[config.mk]
export PLATFORM = sky130hd
export DESIGN_NAME = rhythmic_motion_run_detector_unit
export DESIGN_NICKNAME = d
export VERILOG_FILES = /design/src/rtl/rmrd_pkg.sv /design/src/rtl/rhythmic_motion_run_detector_unit.sv /design/src/rtl/rmrd_step.sv
export VERILOG_INCLUDE_DIRS = /design/src /design/src/rtl
export SDC_FILE = /design/constraint.sdc
export NUM_CORES = 1
export LEC_CHECK = 0
export ABC_AREA = 1
export BUFFER_PORTS_ARGS = -buffer_cell sky130_fd_sc_hd__buf_2
export CAP_MARGIN = 10
export CORE_MARGIN = 4
export CORE_UTILIZATION = 44
export DETAILED_ROUTE_END_ITERATION = 10
export PLACE_DENSITY_LB_ADDON = 0.12
export SYNTH_ARGS = -nofsm -noshare
export SYNTH_HDL_FRONTEND = slang
export SYNTH_SLANG_ARGS = --single-unit
export TNS_END_PERCENT = 5
[constraint.sdc]
create_clock -name clk_i -period 9.99 [get_ports clk_i]
set_input_delay 0.4995 -clock clk_i [delete_from_list [all_inputs] [get_ports clk_i]]
set_output_delay 0.4995 -clock clk_i [all_outputs]
set_load 0.05 [all_outputs]
[src/rtl/rhythmic_motion_run_detector_unit_defines.svh]
// assertion macros for the rhythmic motion run detector
// expects clk_i and rst_ni in the scope of each use
`ifndef RHYTHMIC_MOTION_RUN_DETECTOR_UNIT_DEFINES_SVH
`define RHYTHMIC_MOTION_RUN_DETECTOR_UNIT_DEFINES_SVH

// property that holds at every edge outside reset
`define RMRD_ASSERT(label, prop, msg) \
  label: assert property (@(posedge clk_i) disable iff (!rst_ni) (prop)) else $error(msg);

// condition that forces a consequence in the cycle after it
`define RMRD_ASSERT_NEXT(label, ante, cons, msg) \
  label: assert property (@(posedge clk_i) disable iff (!rst_ni) (ante) |=> (cons)) \
    else $error(msg);

`endif

[src/rtl/rmrd_pkg.sv]
// shared types, widths and codes for the rhythmic motion run detector
// no dependencies
package rmrd_pkg;

  localparam int COUNT_WIDTH    = 16;
  localparam int TIME_WIDTH     = 32;
  localparam int CYC_WIDTH      = 32;
  localparam int NEED_WIDTH     = 12;
  localparam int CMP_WIDTH      = (COUNT_WIDTH > NEED_WIDTH ? COUNT_WIDTH : NEED_WIDTH) + 1;
  localparam int PROD_WIDTH     = COUNT_WIDTH + 7;
  localparam int CFG_IDX_WIDTH  = 3;
  localparam int CFG_DATA_WIDTH = 16;

  localparam logic [1:0] CMD_TICK   = 2'd0;
  localparam logic [1:0] CMD_ACTIVE = 2'd1;
  localparam logic [1:0] CMD_IDLE   = 2'd2;

  localparam logic [CFG_IDX_WIDTH-1:0] CFG_AUTO_START    = 3'd0;
  localparam logic [CFG_IDX_WIDTH-1:0] CFG_FAST_MODE     = 3'd1;
  localparam logic [CFG_IDX_WIDTH-1:0] CFG_GAP_LIMIT     = 3'd2;
  localparam logic [CFG_IDX_WIDTH-1:0] CFG_MIN_PERCENT   = 3'd3;
  localparam logic [CFG_IDX_WIDTH-1:0] CFG_HEART_CHECK   = 3'd4;
  localparam logic [CFG_IDX_WIDTH-1:0] CFG_COOLDOWN      = 3'd5;
  localparam logic [CFG_IDX_WIDTH-1:0] CFG_AFTER_SESSION = 3'd6;

  localparam logic [5:0]  AUTO_START_RST    = 6'd0;
  localparam logic        FAST_MODE_RST     = 1'b0;
  localparam logic [7:0]  GAP_LIMIT_RST     = 8'd10;
  localparam logic [6:0]  MIN_PERCENT_RST   = 7'd70;
  localparam logic [9:0]  HEART_CHECK_RST   = 10'd30;
  localparam logic [15:0] COOLDOWN_RST      = 16'(30 * 60);
  localparam logic [15:0] AFTER_SESSION_RST = 16'(10 * 60);

  localparam logic [4:0]            SLOW_LIMIT   = 5'd5;
  localparam logic [4:0]            FAST_LIMIT   = 5'd8;
  localparam logic [NEED_WIDTH-1:0] SECS_PER_MIN = NEED_WIDTH'(60);
  localparam logic [CMP_WIDTH-1:0]  HEART_MARGIN = CMP_WIDTH'(10);
  localparam logic [PROD_WIDTH-1:0] PERCENT_FULL = PROD_WIDTH'(100);

  localparam logic [COUNT_WIDTH-1:0] CNT_MAX = {COUNT_WIDTH{1'b1}};
  localparam logic [CYC_WIDTH-1:0]   CYC_MAX = {CYC_WIDTH{1'b1}};
  localparam logic [15:0]            TOTAL_MAX = 16'hffff;

  typedef struct packed {
    logic [5:0]  auto_start_minutes;
    logic        fast_rhythm_mode;
    logic [7:0]  gap_limit_seconds;
    logic [6:0]  min_rhythmic_percent;
    logic [9:0]  heart_check_after_seconds;
    logic [15:0] cooldown_seconds;
    logic [15:0] after_session_seconds;
  } cfg_t;

  typedef struct packed {
    logic [TIME_WIDTH-1:0]  run_start;
    logic [COUNT_WIDTH-1:0] run_seconds;
    logic [COUNT_WIDTH-1:0] rhythmic_seconds;
    logic [COUNT_WIDTH-1:0] gap_seconds;
    logic [CYC_WIDTH-1:0]   run_cycles;
    logic                   fast_sampling_on;
    logic                   session_active;
    logic [TIME_WIDTH-1:0]  cooldown_until;
  } state_t;

  typedef struct packed {
    logic [1:0]  command;
    logic [31:0] now_seconds;
    logic [4:0]  cycle_count;
    logic        is_moving;
    logic        on_foot;
    logic        heart_elevated;
  } item_t;

  typedef struct packed {
    logic        detected;
    logic [31:0] run_start_time;
    logic [15:0] run_cycle_total;
    logic        fast_heart_sampling;
  } result_t;

endpackage

[src/rtl/rhythmic_motion_run_detector_unit.sv]
// top level of the rhythmic motion run detector: config registers, input and result stages
// depends on rmrd_pkg, rmrd_step and rhythmic_motion_run_detector_unit_defines.svh
//
//   channel | handshake              | payload
//   --------+------------------------+-------------------------------------------------
//   in      | in_valid_i / in_stall_o | command, now_seconds, cycle_count, flags
//   out     | out_valid_o / out_stall_i | detected, run_start_time, run_cycle_total, fast
//   cfg     | cfg_we_i               | cfg_index_i, cfg_wdata_i
//
// pipeline: input register, then state update and result register
// one transfer per cycle sustained while out_stall_i is low; the run state is updated
// in the cycle a transfer leaves the input register
// in_stall_o rises only while both stages hold data and out_stall_i is high
// reset clears run state, session and cooldown and loads the config defaults
`include "rhythmic_motion_run_detector_unit_defines.svh"

module rhythmic_motion_run_detector_unit import rmrd_pkg::*; (
  input  logic                      clk_i,
  input  logic                      rst_ni,
  input  logic                      in_valid_i,
  output logic                      in_stall_o,
  input  logic [1:0]                command_i,
  input  logic [31:0]               now_seconds_i,
  input  logic [4:0]                cycle_count_i,
  input  logic                      is_moving_i,
  input  logic                      on_foot_i,
  input  logic                      heart_elevated_i,
  output logic                      out_valid_o,
  input  logic                      out_stall_i,
  output logic                      detected_o,
  output logic [31:0]               run_start_time_o,
  output logic [15:0]               run_cycle_total_o,
  output logic                      fast_heart_sampling_o,
  input  logic                      cfg_we_i,
  input  logic [CFG_IDX_WIDTH-1:0]  cfg_index_i,
  input  logic [CFG_DATA_WIDTH-1:0] cfg_wdata_i
);

  cfg_t    cfg_q, cfg_d;
  state_t  state_q, state_d;
  item_t   item_q;
  result_t result_q, result_d;
  logic    in_valid_q, out_valid_q;
  logic    advance;

  assign advance    = in_valid_q && (!out_valid_q || !out_stall_i);
  assign in_stall_o = in_valid_q && !advance;

  always_comb begin
    cfg_d = cfg_q;
    if (cfg_we_i) begin
      unique case (cfg_index_i)
        CFG_AUTO_START:    cfg_d.auto_start_minutes        = cfg_wdata_i[5:0];
        CFG_FAST_MODE:     cfg_d.fast_rhythm_mode          = cfg_wdata_i[0];
        CFG_GAP_LIMIT:     cfg_d.gap_limit_seconds         = cfg_wdata_i[7:0];
        CFG_MIN_PERCENT:   cfg_d.min_rhythmic_percent      = cfg_wdata_i[6:0];
        CFG_HEART_CHECK:   cfg_d.heart_check_after_seconds = cfg_wdata_i[9:0];
        CFG_COOLDOWN:      cfg_d.cooldown_seconds          = cfg_wdata_i;
        CFG_AFTER_SESSION: cfg_d.after_session_seconds     = cfg_wdata_i;
        default: begin
        end
      endcase
    end
  end

  always_ff @(posedge clk_i or negedge rst_ni) begin
    if (!rst_ni) begin
      cfg_q.auto_start_minutes        <= AUTO_START_RST;
      cfg_q.fast_rhythm_mode          <= FAST_MODE_RST;
      cfg_q.gap_limit_seconds         <= GAP_LIMIT_RST;
      cfg_q.min_rhythmic_percent      <= MIN_PERCENT_RST;
      cfg_q.heart_check_after_seconds <= HEART_CHECK_RST;
      cfg_q.cooldown_seconds          <= COOLDOWN_RST;
      cfg_q.after_session_seconds     <= AFTER_SESSION_RST;
    end else begin
      cfg_q <= cfg_d;
    end
  end

  rmrd_step u_step (
    .cfg_i    (cfg_q),
    .state_i  (state_q),
    .item_i   (item_q),
    .state_o  (state_d),
    .result_o (result_d)
  );

  always_ff @(posedge clk_i or negedge rst_ni) begin
    if (!rst_ni) begin
      in_valid_q  <= 1'b0;
      out_valid_q <= 1'b0;
      state_q     <= '0;
    end else begin
      in_valid_q  <= (in_valid_i && !in_stall_o) || (in_valid_q && !advance);
      out_valid_q <= advance || (out_valid_q && out_stall_i);
      if (advance) begin
        state_q <= state_d;
      end
    end
  end

  always_ff @(posedge clk_i) begin
    if (in_valid_i && !in_stall_o) begin
      item_q.command        <= command_i;
      item_q.now_seconds    <= now_seconds_i;
      item_q.cycle_count    <= cycle_count_i;
      item_q.is_moving      <= is_moving_i;
      item_q.on_foot        <= on_foot_i;
      item_q.heart_elevated <= heart_elevated_i;
    end
    if (advance) begin
      result_q <= result_d;
    end
  end

  assign out_valid_o           = out_valid_q;
  assign detected_o            = result_q.detected;
  assign run_start_time_o      = result_q.run_start_time;
  assign run_cycle_total_o     = result_q.run_cycle_total;
  assign fast_heart_sampling_o = result_q.fast_heart_sampling;

  `RMRD_ASSERT_NEXT(a_detect_drops_run, advance && result_d.detected,
                    state_q.run_seconds == '0, "run kept after detection")
  `RMRD_ASSERT(a_quiet_result, !out_valid_q || result_q.detected ||
               (result_q.run_start_time == '0 && result_q.run_cycle_total == '0),
               "run fields set without detection")
  `RMRD_ASSERT_NEXT(a_held_item, in_valid_q && !advance,
                    in_valid_q && $stable(item_q), "held input item lost or changed")
  `RMRD_ASSERT(a_session_no_run, !state_q.session_active || state_q.run_seconds == '0,
               "run in progress during session")
  `RMRD_ASSERT(a_fast_needs_run, !state_q.fast_sampling_on || state_q.run_seconds != '0,
               "fast sampling without a run")

endmodule

[src/rtl/rmrd_step.sv]
// next-state and result logic for one transfer of the run detector
// depends on rmrd_pkg
module rmrd_step import rmrd_pkg::*; (
  input  cfg_t    cfg_i,
  input  state_t  state_i,
  input  item_t   item_i,
  output state_t  state_o,
  output result_t result_o
);

  function automatic logic [COUNT_WIDTH-1:0] sat_inc(input logic [COUNT_WIDTH-1:0] v);
    return (v == CNT_MAX) ? v : v + COUNT_WIDTH'(1);
  endfunction

  function automatic state_t drop_run(input state_t s);
    state_t r;
    r = s;
    r.run_start        = '0;
    r.run_seconds      = '0;
    r.rhythmic_seconds = '0;
    r.gap_seconds      = '0;
    r.run_cycles       = '0;
    r.fast_sampling_on = 1'b0;
    return r;
  endfunction

  logic [TIME_WIDTH-1:0]  now;
  logic [4:0]             limit;
  logic                   rhythmic;
  logic                   run_open;
  logic [TIME_WIDTH-1:0]  start_new;
  logic [COUNT_WIDTH-1:0] run_inc;
  logic [COUNT_WIDTH-1:0] rhy_inc;
  logic [COUNT_WIDTH-1:0] rhy_new;
  logic [COUNT_WIDTH-1:0] gap_inc;
  logic [CYC_WIDTH:0]     cyc_sum;
  logic [CYC_WIDTH-1:0]   cyc_new;
  logic [NEED_WIDTH-1:0]  need_full;
  logic [NEED_WIDTH-1:0]  needed;
  logic                   late;
  logic [PROD_WIDTH-1:0]  rhy_prod;
  logic [PROD_WIDTH-1:0]  run_prod;
  logic                   meets;
  logic                   gap_over;
  logic                   tick_live;

  assign now       = TIME_WIDTH'(item_i.now_seconds);
  assign limit     = cfg_i.fast_rhythm_mode ? FAST_LIMIT : SLOW_LIMIT;
  assign rhythmic  = item_i.is_moving && (item_i.cycle_count != 5'd0) &&
                     (item_i.cycle_count <= limit);
  assign run_open  = (state_i.run_seconds != '0);
  assign start_new = run_open ? state_i.run_start : now;
  assign run_inc   = sat_inc(state_i.run_seconds);
  assign rhy_inc   = sat_inc(state_i.rhythmic_seconds);
  assign rhy_new   = rhythmic ? rhy_inc : state_i.rhythmic_seconds;
  assign gap_inc   = sat_inc(state_i.gap_seconds);
  assign gap_over  = CMP_WIDTH'(gap_inc) > CMP_WIDTH'(cfg_i.gap_limit_seconds);
  assign cyc_sum   = {1'b0, state_i.run_cycles} + (CYC_WIDTH + 1)'(item_i.cycle_count);
  assign cyc_new   = cyc_sum[CYC_WIDTH] ? CYC_MAX : cyc_sum[CYC_WIDTH-1:0];

  assign need_full = NEED_WIDTH'(cfg_i.auto_start_minutes) * SECS_PER_MIN;
  assign late      = CMP_WIDTH'(run_inc) >
                     (CMP_WIDTH'(cfg_i.heart_check_after_seconds) + HEART_MARGIN);
  assign needed    = (late && item_i.heart_elevated) ? (need_full >> 1) : need_full;
  assign rhy_prod  = PROD_WIDTH'(rhy_new) * PERCENT_FULL;
  assign run_prod  = PROD_WIDTH'(run_inc) * PROD_WIDTH'(cfg_i.min_rhythmic_percent);
  assign meets     = (CMP_WIDTH'(run_inc) >= CMP_WIDTH'(needed)) && (rhy_prod >= run_prod);

  assign tick_live = (cfg_i.auto_start_minutes != 6'd0) && !state_i.session_active &&
                     !(now < state_i.cooldown_until);

  always_comb begin
    state_o  = state_i;
    result_o = '0;
    unique case (item_i.command)
      CMD_TICK: begin
        if (tick_live) begin
          if (item_i.on_foot) begin
            state_o = drop_run(state_i);
          end else if (run_open || rhythmic) begin
            state_o.run_start   = start_new;
            state_o.run_seconds = run_inc;
            state_o.run_cycles  = cyc_new;
            if (rhythmic) begin
              state_o.rhythmic_seconds = rhy_inc;
              state_o.gap_seconds      = '0;
            end else begin
              state_o.gap_seconds = gap_inc;
            end
            if (!rhythmic && gap_over) begin
              state_o = drop_run(state_o);
            end else begin
              if (CMP_WIDTH'(run_inc) == CMP_WIDTH'(cfg_i.heart_check_after_seconds)) begin
                state_o.fast_sampling_on = 1'b1;
              end
              if (meets) begin
                result_o.detected        = 1'b1;
                result_o.run_start_time  = 32'(start_new);
                result_o.run_cycle_total = (|cyc_new[CYC_WIDTH-1:16]) ? TOTAL_MAX
                                                                      : cyc_new[15:0];
                state_o.cooldown_until   = now + TIME_WIDTH'(cfg_i.cooldown_seconds);
                state_o = drop_run(state_o);
              end
            end
          end
        end
      end
      CMD_ACTIVE: begin
        state_o = drop_run(state_i);
        state_o.session_active = 1'b1;
      end
      CMD_IDLE: begin
        state_o.session_active = 1'b0;
        state_o.cooldown_until = now + TIME_WIDTH'(cfg_i.after_session_seconds);
      end
      default: begin
      end
    endcase
    result_o.fast_heart_sampling = state_o.fast_sampling_on;
  end

endmodule
# == Word-level counts from Yosys, hierarchy flattened ==
# Cells that the tools add are included.
# classes
n_addsub,7
mul,3
n_lt_le_gt_ge,6
n_eq_ne,18
mux,19
n_bitwise,5
reduce_logical,43
# ops
cell,count
$mux W146,5
$pmux W113 S2,1
$pmux W33 S3,1
$mux W16,6
$add A32 B16 Y32,2
$mux W32,2
$mux W49,1
$add A16 B1 Y16 const B,3
$eq A16 B16 Y1 const B,3
$add A32 B5 Y33,1
$lt A32 B32 Y1,1
$ge A23 B23 Y1,1
$mul A16 B7 Y23,1
$mul A16 B5 Y21 const B,1
$gt A16 B17 Y1,1
$eq A16 B10 Y1,1
$ge A16 B12 Y1,1
$gt A16 B8 Y1,1
$reduce_bool A16 Y1,1
$reduce_or A16 Y1,1
$reduce_and A2 Y1,7
$mux W12,1
$add A10 B4 Y11 const B,1
$logic_and A1 B1 Y1,11
other kinds (25),46
# totals
regBits,304
input_bits,66
output_inout_bits,52
wordCells,128

# == Depth between registers and ports, before layout ==
# Gate-level depths: netlist of run 1.
# logic_depth
word_depth,13
mapped_depth,44
depth_no_buf,42

# == By module ==
# From an unflattened synthesis of run 1, not the netlist that was laid out.
# unflattened
hier_cells,4333
area_unflattened_um2,29170.5
# modules_own_cells
mod,n_inst,cells_each,area_each_um2
rmrd_step,1,3326,18298.8
rhythmic_motion_run_detector_unit,1,1007,10871.7

# == Worst setup path before layout of run 1 ==
# No wires, ideal clock.
# synth_path
path_kind,register -> register
startpoint,reg state_q[99] (netlist name)
endpoint,reg state_q[26] (netlist name)
setup_time_ns,0.066
arrival_ns,7.196
required_ns,9.924
slack_ns,2.728
stages_incl_launch_ff,39
path_buffers,3
path_cell_list,dfrtp_1 > ha_1 > nand3_1 > nor2_1 > nand2_1 > buf_2 > buf_2 > o21ai_0 > nand2_1 > fa_1 > fa_1 > inv_1 > fa_1 > inv_1 > fa_1 > inv_1 > ha_1 > inv_1 > [3 not listed] > o21ai_0 > a21oi_1 > o21ai_0 > xor2_1 > ha_1 > nand2_1 > nor2_1 > nand4_1 > nor3_1 > nand2_1 > nand2_1 > nand3_1 > nor2_2 > buf_4 > o21ai_0 > nand2_1 > nand2_1 > nand2_1
# synth_between
elab_chain_len,9
# synth_lines
item,line,text
"start, declared",rhythmic_motion_run_detector_unit.sv:40,"state_t state_q, state_d;"
"start signal, assigned",rhythmic_motion_run_detector_unit.sv:97,state_q <= state_d;
"parallel branches: the longest is 8 deep, another holds $mul A16 B7 Y23",--,
$reduce_and A8 Y1 (no source line) (*),--,
# Mark *: on every way between the ends.
# A chain may end at the register's enable or synchronous reset.

# == Worst setup path in the final report of run 1 ==
# layout_path
startpoint,reg state_q[99] (netlist name)
endpoint,reg state_q[43] (netlist name)
# layout_between
elab_chain_len,13
# layout_lines
item
"parallel branches: the longest is 13 deep, another holds $mul A16 B7 Y23"
# Several ways; the timed one is not identified. The select of a mux whose other input is x is not followed.

==> results of run 1 <==
sequential cells by signal, summed over array words and instances, names as in the netlist:
signal / count
cfg_q: 64
detected_o: 1
fast_heart_sampling_o: 1
in_valid_q: 1
item_q: 42
out_valid_o: 1
run_cycle_total_o: 16
run_start_time_o: 32
state_q: 146
worst min path at each step:
stage                     cells past startpoint                    start                       to
after floorplan                               0                   rst_ni     cfg_q[0]$_DFFE_PN0P_
after global placement                        2  state_q[81]$_DFFE_PN0P_  state_q[81]$_DFFE_PN0P_
after detailed placement                      2  state_q[81]$_DFFE_PN0P_  state_q[81]$_DFFE_PN0P_
after CTS                                     1                   rst_ni  state_q[62]$_DFFE_PN0P_
after global routing                          1                   rst_ni  state_q[97]$_DFFE_PN0P_
final                                         1                   rst_ni  state_q[97]$_DFFE_PN0P_
cell usage after synthesis, types with 2 or more instances:
| cell | number |
|---|---|
| o31ai_1 | 4 |
| nand3b_1 | 6 |
| dfstp_2 | 17 |
| nor2_2 | 3 |
| nand2_2 | 2 |
| fa_1 | 92 |
| nand2_1 | 712 |
| nor3b_1 | 3 |
| a21oi_1 | 145 |
| o21a_1 | 3 |
| nand3_1 | 188 |
| nor4_1 | 19 |
| a21boi_0 | 2 |
| a31oi_1 | 5 |
| dfrtp_1 | 195 |
| inv_1 | 448 |
| a21boi_1 | 2 |
| ha_1 | 240 |
| or2_2 | 14 |
| buf_2 | 18 |
| xnor2_1 | 25 |
| o211ai_1 | 4 |
| a211oi_1 | 3 |
| a21o_1 | 8 |
| nor2_1 | 356 |
| and2_1 | 2 |
| xor2_1 | 76 |
| clkinv_1 | 4 |
| clkbuf_1 | 51 |
| buf_1 | 7 |
| o21bai_1 | 6 |
| o221ai_1 | 2 |
| edfxtp_1 | 92 |
| buf_4 | 4 |
| nor3_1 | 40 |
| inv_2 | 3 |
| o21ai_0 | 298 |
| o21ai_1 | 10 |
| nand4_1 | 40 |
| o22ai_1 | 27 |
through the flow:
step	hold slack (ns)	instance area (um2)
2_1_floorplan	0.204	24400
3_3_place_gp	0.460	25700
3_5_place_dp	0.465	25700
4_1_cts	0.0119	27000
5_1_grt	0.0240	27000
6_report	-0.0271	27000
power by group through the flow:
stage	logic (uW)	registers, uW	clock network [uW]
after detailed placement	1150	1540	0
after CTS	1160	1520	1410
final	1150	1520	1380
after global placement	1120	1540	0
after floorplan	810	1540	0
after global routing	1320	1530	1470
routing by layer:
| metal | vias up | share of wire, % | track usage [%] | wire (um) |
|---|---|---|---|---|
| met4 | 0 | 2.7 | 6.20 | 1820 |
| met1 | 10084 | 47 | 32.4 | 32100 |
| met2 | 521 | 45 | 36.7 | 30800 |
| li1 | 10566 | - | - | - |
| met5 | - | 0 | 0 | 0 |
| met3 | 99 | 5.1 | 3.26 | 3460 |
worst reg2reg max path: cells and delay by family (launching register included):
kind	cells	cell delay, ns
AND/OR/NAND/NOR	13	2.30
AO/OA/AOI/OAI	8	1.91
XOR/XNOR	1	0.17
flip-flops	1	0.40
buffers and inverters	4	1.13
adder cells (fa/ha/maj)	7	2.84
cell families (layout without fill, tap and decap cells):
group           after synthesis  after routing
simple gates               1388           1388
compound gates              523            523
xor+xnor                    101            101
flops                       304            304
buf+inv                     535            657
fa+ha+maj                   332            332
mux                           2              2
final cells by class:
| class | count | area share [%] |
|---|---|---|
| multi-input cells | 2346 | 52.9 |
| flip-flops and latches | 304 | 30.0 |
| inverters | 455 | 6.33 |
| clock buffers | 53 | 3.96 |
| well taps | 748 | 3.47 |
| repair buffers | 134 | 2.73 |
| clock inverters | 15 | 0.594 |
==> results by group, run 1 <==
Logic synthesis
  – Post-synth top flop: dfrtp_1
  – Leading post-synthesis cells by cell area: dfrtp_1 (20%), ha_1 (12%), edfxtp_1 (11%)
  – Yosys cell types: ~50
  – Simple-gate area share of the yosys netlist: 23.6%
  – Cells after Synth: between 3000 and 4000
  – Leading area contributor after synthesis: dfrtp_1
  – Post-synthesis compound-gate area fraction: between 10% and 20%
  – Share of the synthesized area in the top cell type: around 20%
  – Sequential-to-total area share from yosys stat: roughly a third
  – Cell Area, Synth: between 20000 and 25000 um2
  – Proportion of synthesized area in mux cells: less than 1%
  – Seq cells post-synth: 304
  – Adder-Cell Fraction of Synth Area: between 10% and 20%
  – Post-synthesis async set-or-reset flop share: 69.7%
  – Yosys warnings: 0
  – Largest family of logic cells by synthesized area: simple AND/OR/NAND/NOR gates
  – Syn_area_per_cell: 7.66 um2
  – Synth Area in XOR/XNOR: under 10%
  – Syn nets: approximately 3600
  – Post-synth EDFFs: ~90

Hold path
  – Min-Delay Path Class: input port to asynchronous set/reset pin

Die
  – DIE WIDTH: ~240 um
  – Die area: 59300 um2
  – Initial core utilization: 44.4%
  – Chip height: about 240 um
  – CORE AREA: 55000 um2
  – Rows: 86
  – Ports: ~120

STA
  – Fraction of the cycle the final worst path needs: ~90%
  – Slew Limit Headroom: 29.1%
  – Slew Viols, Final: 0
  – Fin worst setup slack: approximately 1.1 ns
  – Max Clk Rate: around 110 MHz
  – Slew @ Worst Pin: ~1.1 ns
  – Hold_ws: -0.0271 ns
  – RSZ-0062 raised after global routing: false
  – Period minus WS final: just under 9 ns
  – Hold Violations, Final: 7
  – Final setup violation count: 0
  – Layout Skew: just over 0.03 ns
  – Final TNS setup: 0 ns

Routing
  – Vias post-DR: about 21000
  – DRT iter0 DRCs: about 1500
  – Routed WL: ~68 mm
  – Remaining antenna violation count after routing: 0
  – Drt pass-1 iters: 6
  – WL per Instance: around 17 um
  – Via/cell ratio: between 5 and 6
  – Post-route DRC violation count: 0

Critical path
  – Crit path max-delay family: adder cells
  – CP Data Arrival Time: 9.30 ns
  – Slowest CP cell: buf_4
  – Crit path from: state_q[99]$_DFFE_PN0P_
  – Critical-path maximum fanout: 70
  – CP dominant cell by count: nand2_1
  – Worst path depth: 33
  – R2R cell count: 33
  – Crit-path max cell delay: approximately 0.68 ns
  – Req. time, crit path: 10.44 ns
  – RR Endpoint: state_q[43]$_DFFE_PN0P_
  – Setup CP Type: flip-flop to flip-flop
  – Reg-to-reg startpoint: state_q[99]$_DFFE_PN0P_
  – CP bufs+invs: 4
  – Crit start category: flip-flop
  – R2R Setup Slk: 1.14 ns
  – Endpoint type of the worst setup path: flip-flop
  – Crit path capture: state_q[43]$_DFFE_PN0P_

Clock network
  – H-tree depth: 2
  – Clock transition at path regs: ~0.060 ns
  – CTS tree: done
  – Hold buffer count at cts: 0
  – Clock latency on the worst-skew pair: approximately 0.55 ns
  – Worst-case clock buffer depth: 3
  – Num Clock Sinks: about 300
  – Num CTS Buffers: 37
  – Post-CTS sizing: 0
  – Clock Tree Root: clkbuf_16
  – Setup repair bufs after CTS: 0

Power
  – Peak VDD IR: between 0.0001 and 0.00015 V
  – Cell Pwr Density: 150 nW/um2
  – P_sw: about 1400 uW
  – Seq pwr share: between 30% and 40%
  – Static Leakage: between 0.01 and 0.015 uW
  – Switch share: between 30% and 40%
  – Comb pwr share: between 20% and 30%
  – Overall power: approximately 4000 uW
  – Internal Power: between 2000 and 3000 uW
  – Clock power frac: about a third

Finish
  – Multi-input gate area: about 14000 um2
  – P&R area growth vs syn: 10.6%
  – Commonest non-fill, non-tap cells in the layout: nand2_1 (710), inv_1 (446), nor2_1 (355)
  – Layout cell share with drive strength beyond 1: 7.11%
  – Util after Layout: about half
  – Commonest non-fill, non-tap cell in the layout: nand2_1
  – Net count, final: 3676
  – Fillers: 5422
  – Seq. cell area: just over 8000 um2
  – Fin cells: between 4000 and 5000
  – # diodes: 0

GRT
  – First-pass GRT wire length: approximately 110 mm
  – Congestion Overflow GR: 0
  – Largest net degree at the start of global routing: roughly 90
  – Initial antenna violation count: 0
  – GRT Total Usage: between 20% and 30%
  – Number of global-route vias before repair: 20650

Place
  – Placer Congestion: about 0.91
  – Pre-CTS setup slack: 1.16 ns
  – DP HPWL: 52.0 mm
  – Post-Place Cells: between 3000 and 4000
  – Port Buf Inserts: approximately 120

Outcome
  – Status: finished, violations left
  – Failing checks: negative hold slack

Job
  – MaxCap Viol Count: 0
(Power assumes the default switching activity.)
==> inputs of run 2 (changes only) <==
--- a/config.mk
+++ b/config.mk
@@ -7,11 +7,11 @@
 export NUM_CORES = 1
 export LEC_CHECK = 0
 export ABC_AREA = 1
-export BUFFER_PORTS_ARGS = -buffer_cell sky130_fd_sc_hd__buf_2
 export CAP_MARGIN = 10
 export CORE_MARGIN = 4
-export CORE_UTILIZATION = 44
+export CORE_UTILIZATION = 42
 export DETAILED_ROUTE_END_ITERATION = 10
+export DONT_BUFFER_PORTS = 1
 export PLACE_DENSITY_LB_ADDON = 0.12
 export SYNTH_ARGS = -nofsm -noshare
 export SYNTH_HDL_FRONTEND = slang
==> run 2 against run 1 <==
Effect of this change:
- the flow now finishes without violations
- via count shrank 1.6%
- maximum frequency shrank 0.40%
- cell area shrank 2.5%
- critical path depth grew 1
- hold slack gained 0.038 ns
- register-to-register slack lost 0.04 ns
- sequential power grew 3%
- wire length grew 2.0%
- power shrank 2.6%
- critical path type unchanged
- largest power group unchanged
==> results by group, run 2 (same netlist as run 1, synthesis figures left out) <==
Finish
  – Final Cell Area: 26300 um2 (-2.5%)
  – Commonest non-fill, non-tap cell in the layout: nand2_1
  – Fin cells: 3954 (-2.5%)
  – Fillers: 5702 (+5.2%)
  – Net count, final: 3558 (-3.2%)
  – P&R area growth vs syn: 7.83%
  – Max FFs per register: 146 (unchanged)
  – Reg with most FFs: state_q
  – Commonest non-fill, non-tap cells in the layout: nand2_1 (710), inv_1 (446), nor2_1 (355)
  – Top flop regs: state_q x146, cfg_q x64, item_q x42
  – Layout cell share with drive strength beyond 1: 3.67% (-3.4 points)

STA
  – Layout Skew: 0.0117 ns (-0.0187 ns)
  – Period minus WS final: 8.88 ns (+0.0357 ns)
  – Final setup violation count: 0 (unchanged)
  – RSZ-0062 raised after global routing: false
  – Hold Violations, Final: 0 (-7)
  – Final TNS setup: 0 ns (unchanged)
  – Fraction of the cycle the final worst path needs: 88.9% (+0.36 points)
  – Fin worst setup slack: 1.11 ns (-0.0357 ns)
  – Slew Limit Headroom: 20.1% (-9.1 points)
  – Slew Viols, Final: 0 (unchanged)
  – Max Clk Rate: 113 MHz (-0.40%)
  – Slew @ Worst Pin: 1.20 ns (+0.140 ns)

Clock network
  – Num CTS Buffers: 37 (unchanged)
  – H-tree depth: 2 (unchanged)
  – Num Clock Sinks: 304 (unchanged)
  – Worst-case clock buffer depth: 3 (unchanged)
  – Clock transition at path regs: 0.06 ns (about the same)
  – Post-CTS sizing: 0 (unchanged)
  – CTS tree: done
  – Clock Tree Root: clkbuf_16
  – Clock latency on the worst-skew pair: 0.55 ns (about the same)

Routing
  – Drt pass-1 iters: 8 (+2)
  – DRT iter0 DRCs: 1589 (+7.1%)
  – Remaining antenna violation count after routing: 0 (unchanged)
  – Via/cell ratio: 5.29 (+0.87%)
  – WL per Instance: 17.6 um (+4.6%)
  – Vias post-DR: 20920 (-1.6%)
  – Post-route DRC violation count: 0 (unchanged)
  – Routed WL: 69.5 mm (+2.0%)

Die
  – Chip height: 249 um (+2.3%)
  – CORE AREA: 57600 um2 (+4.7%)
  – Ports: 118 (unchanged)
  – DIE WIDTH: 249 um (+2.3%)
  – Initial core utilization: 42.4% (-2.0 points)
  – Die area: 62000 um2 (+4.6%)
  – Rows: 88 (+2.3%)

Critical path
  – CP Data Arrival Time: 9.34 ns (+0.04 ns)
  – Setup CP Type: flip-flop to flip-flop
  – Crit start category: flip-flop
  – Critical-path maximum fanout: 23 (-67%)
  – CP dominant cell by count: nand2_1
  – Req. time, crit path: 10.45 ns (about the same)
  – Crit-path max cell delay: 0.58 ns (-0.10 ns)
  – Endpoint type of the worst setup path: flip-flop
  – Slowest CP cell: o21ai_0
  – R2R cell count: 34 (+3.0%)
  – R2R Setup Slk: 1.11 ns (-0.04 ns)

Hold path
  – Min-Delay Path Class: input port to asynchronous set/reset pin

GRT
  – Largest net degree at the start of global routing: 213 (+140%)
  – First-pass GRT wire length: 111 mm (+0.87%)
  – Congestion Overflow GR: 0 (unchanged)
  – GRT Total Usage: 21.9% (-0.84 points)
  – Number of global-route vias before repair: 20463 (-0.91%)
  – Initial antenna violation count: 2 (+2)

Place
  – DP HPWL: 52.4 mm (+0.68%)
  – Pre-CTS setup slack: 1.06 ns (-0.101 ns)
  – Post-Place Cells: 3885 (-2.6%)
  – Placed cell area: 25100 um2 (-2.3%)
  – Port Buf Inserts: 0 (-100%)
  – Placer Congestion: 0.911 (about the same)

Outcome
  – Status: complete, no violations

Power
  – Cell Pwr Density: 150 nW/um2 (about the same)
  – Peak VDD IR: 0.000160 V (+13%)
  – Static Leakage: 0.0126 uW (-4.1%)

Job
  – MaxCap Viol Count: 0 (unchanged)
[run 2: cell types whose count changed in the layout (fill, tap and decap cells not counted), moves of 2 or more]
cell and delta:
clkbuf_1 -3, buf_2 -116, clkinvlp_4 +2, clkbuf_8 -4, clkinv_1 +2, clkinv_2 +5, clkbuf_16 -2
[run 2: what timing repair did]
| action | in CTS | in global routing |
|---|---|---|
| endpoints found under the hold margin | 212 | 0 |
| hold buffers | 1 | 0 |
| setup buffers | 0 | 0 |
[run 2: cell type report]
type / count / area (um2) / share of cell area [%]
multi-input cells: 2346 / 14300 / 54.3
flip-flops and latches: 304 / 8090 / 30.7
inverters: 455 / 1710 / 6.49
well taps: 765 / 957 / 3.64
clock buffers: 44 / 952 / 3.62
clock inverters: 23 / 178 / 0.675
repair buffers: 16 / 140 / 0.533
diodes: 1 / 2.50 / 0.00951
[run 2: routing by layer]
| metal | wire, um | GRT usage [%] |
|---|---|---|
| met5 | 0 | 0 |
| met4 | 1500 | 5.21 |
| met3 | 3760 | 3.13 |
| met2 | 31400 | 35.3 |
| met1 | 32900 | 31.6 |
[run 2: path summary, 6_finish.rpt]
check | startpoint | to
setup reg to reg | state_q[99]$_DFFE_PN0P_ | state_q[25]$_DFFE_PN0P_
hold reg to reg | state_q[81]$_DFFE_PN0P_ | state_q[81]$_DFFE_PN0P_
min in group clk_i | now_seconds_i[29] | item_q[37]$_DFFE_PP_
hold / removal | rst_ni | state_q[92]$_DFFE_PN0P_
max in group asynchronous | rst_ni | cfg_q[7]$_DFFE_PN0P_
setup / recovery | state_q[99]$_DFFE_PN0P_ | state_q[25]$_DFFE_PN0P_
[run 2: per-stage QoR]
step	utilization (%)	power, uW	hold slack [ns]
2_1_floorplan	-	2350	0.204
3_3_place_gp	43.7	2640	0.220
3_5_place_dp	43.7	2660	0.218
4_1_cts	45.7	3990	0.0127
5_1_grt	45.7	4230	0.0146
6_report	45.7	3950	0.0105
[run 2: critical path: cells and delay by family, from the launching register on]
kind | cells | cell delay [ns]
fa+ha+maj | 7 | 2.88
simple gates | 15 | 2.79
compound gates | 9 | 1.97
buf+inv | 2 | 0.58
flops | 1 | 0.39
xor+xnor | 1 | 0.17
[run 2: power breakdown]
group          total [uW]  internal, uW  switching, uW
combinational        1080           383            701
clock                1290           736            554
sequential           1570          1420            155
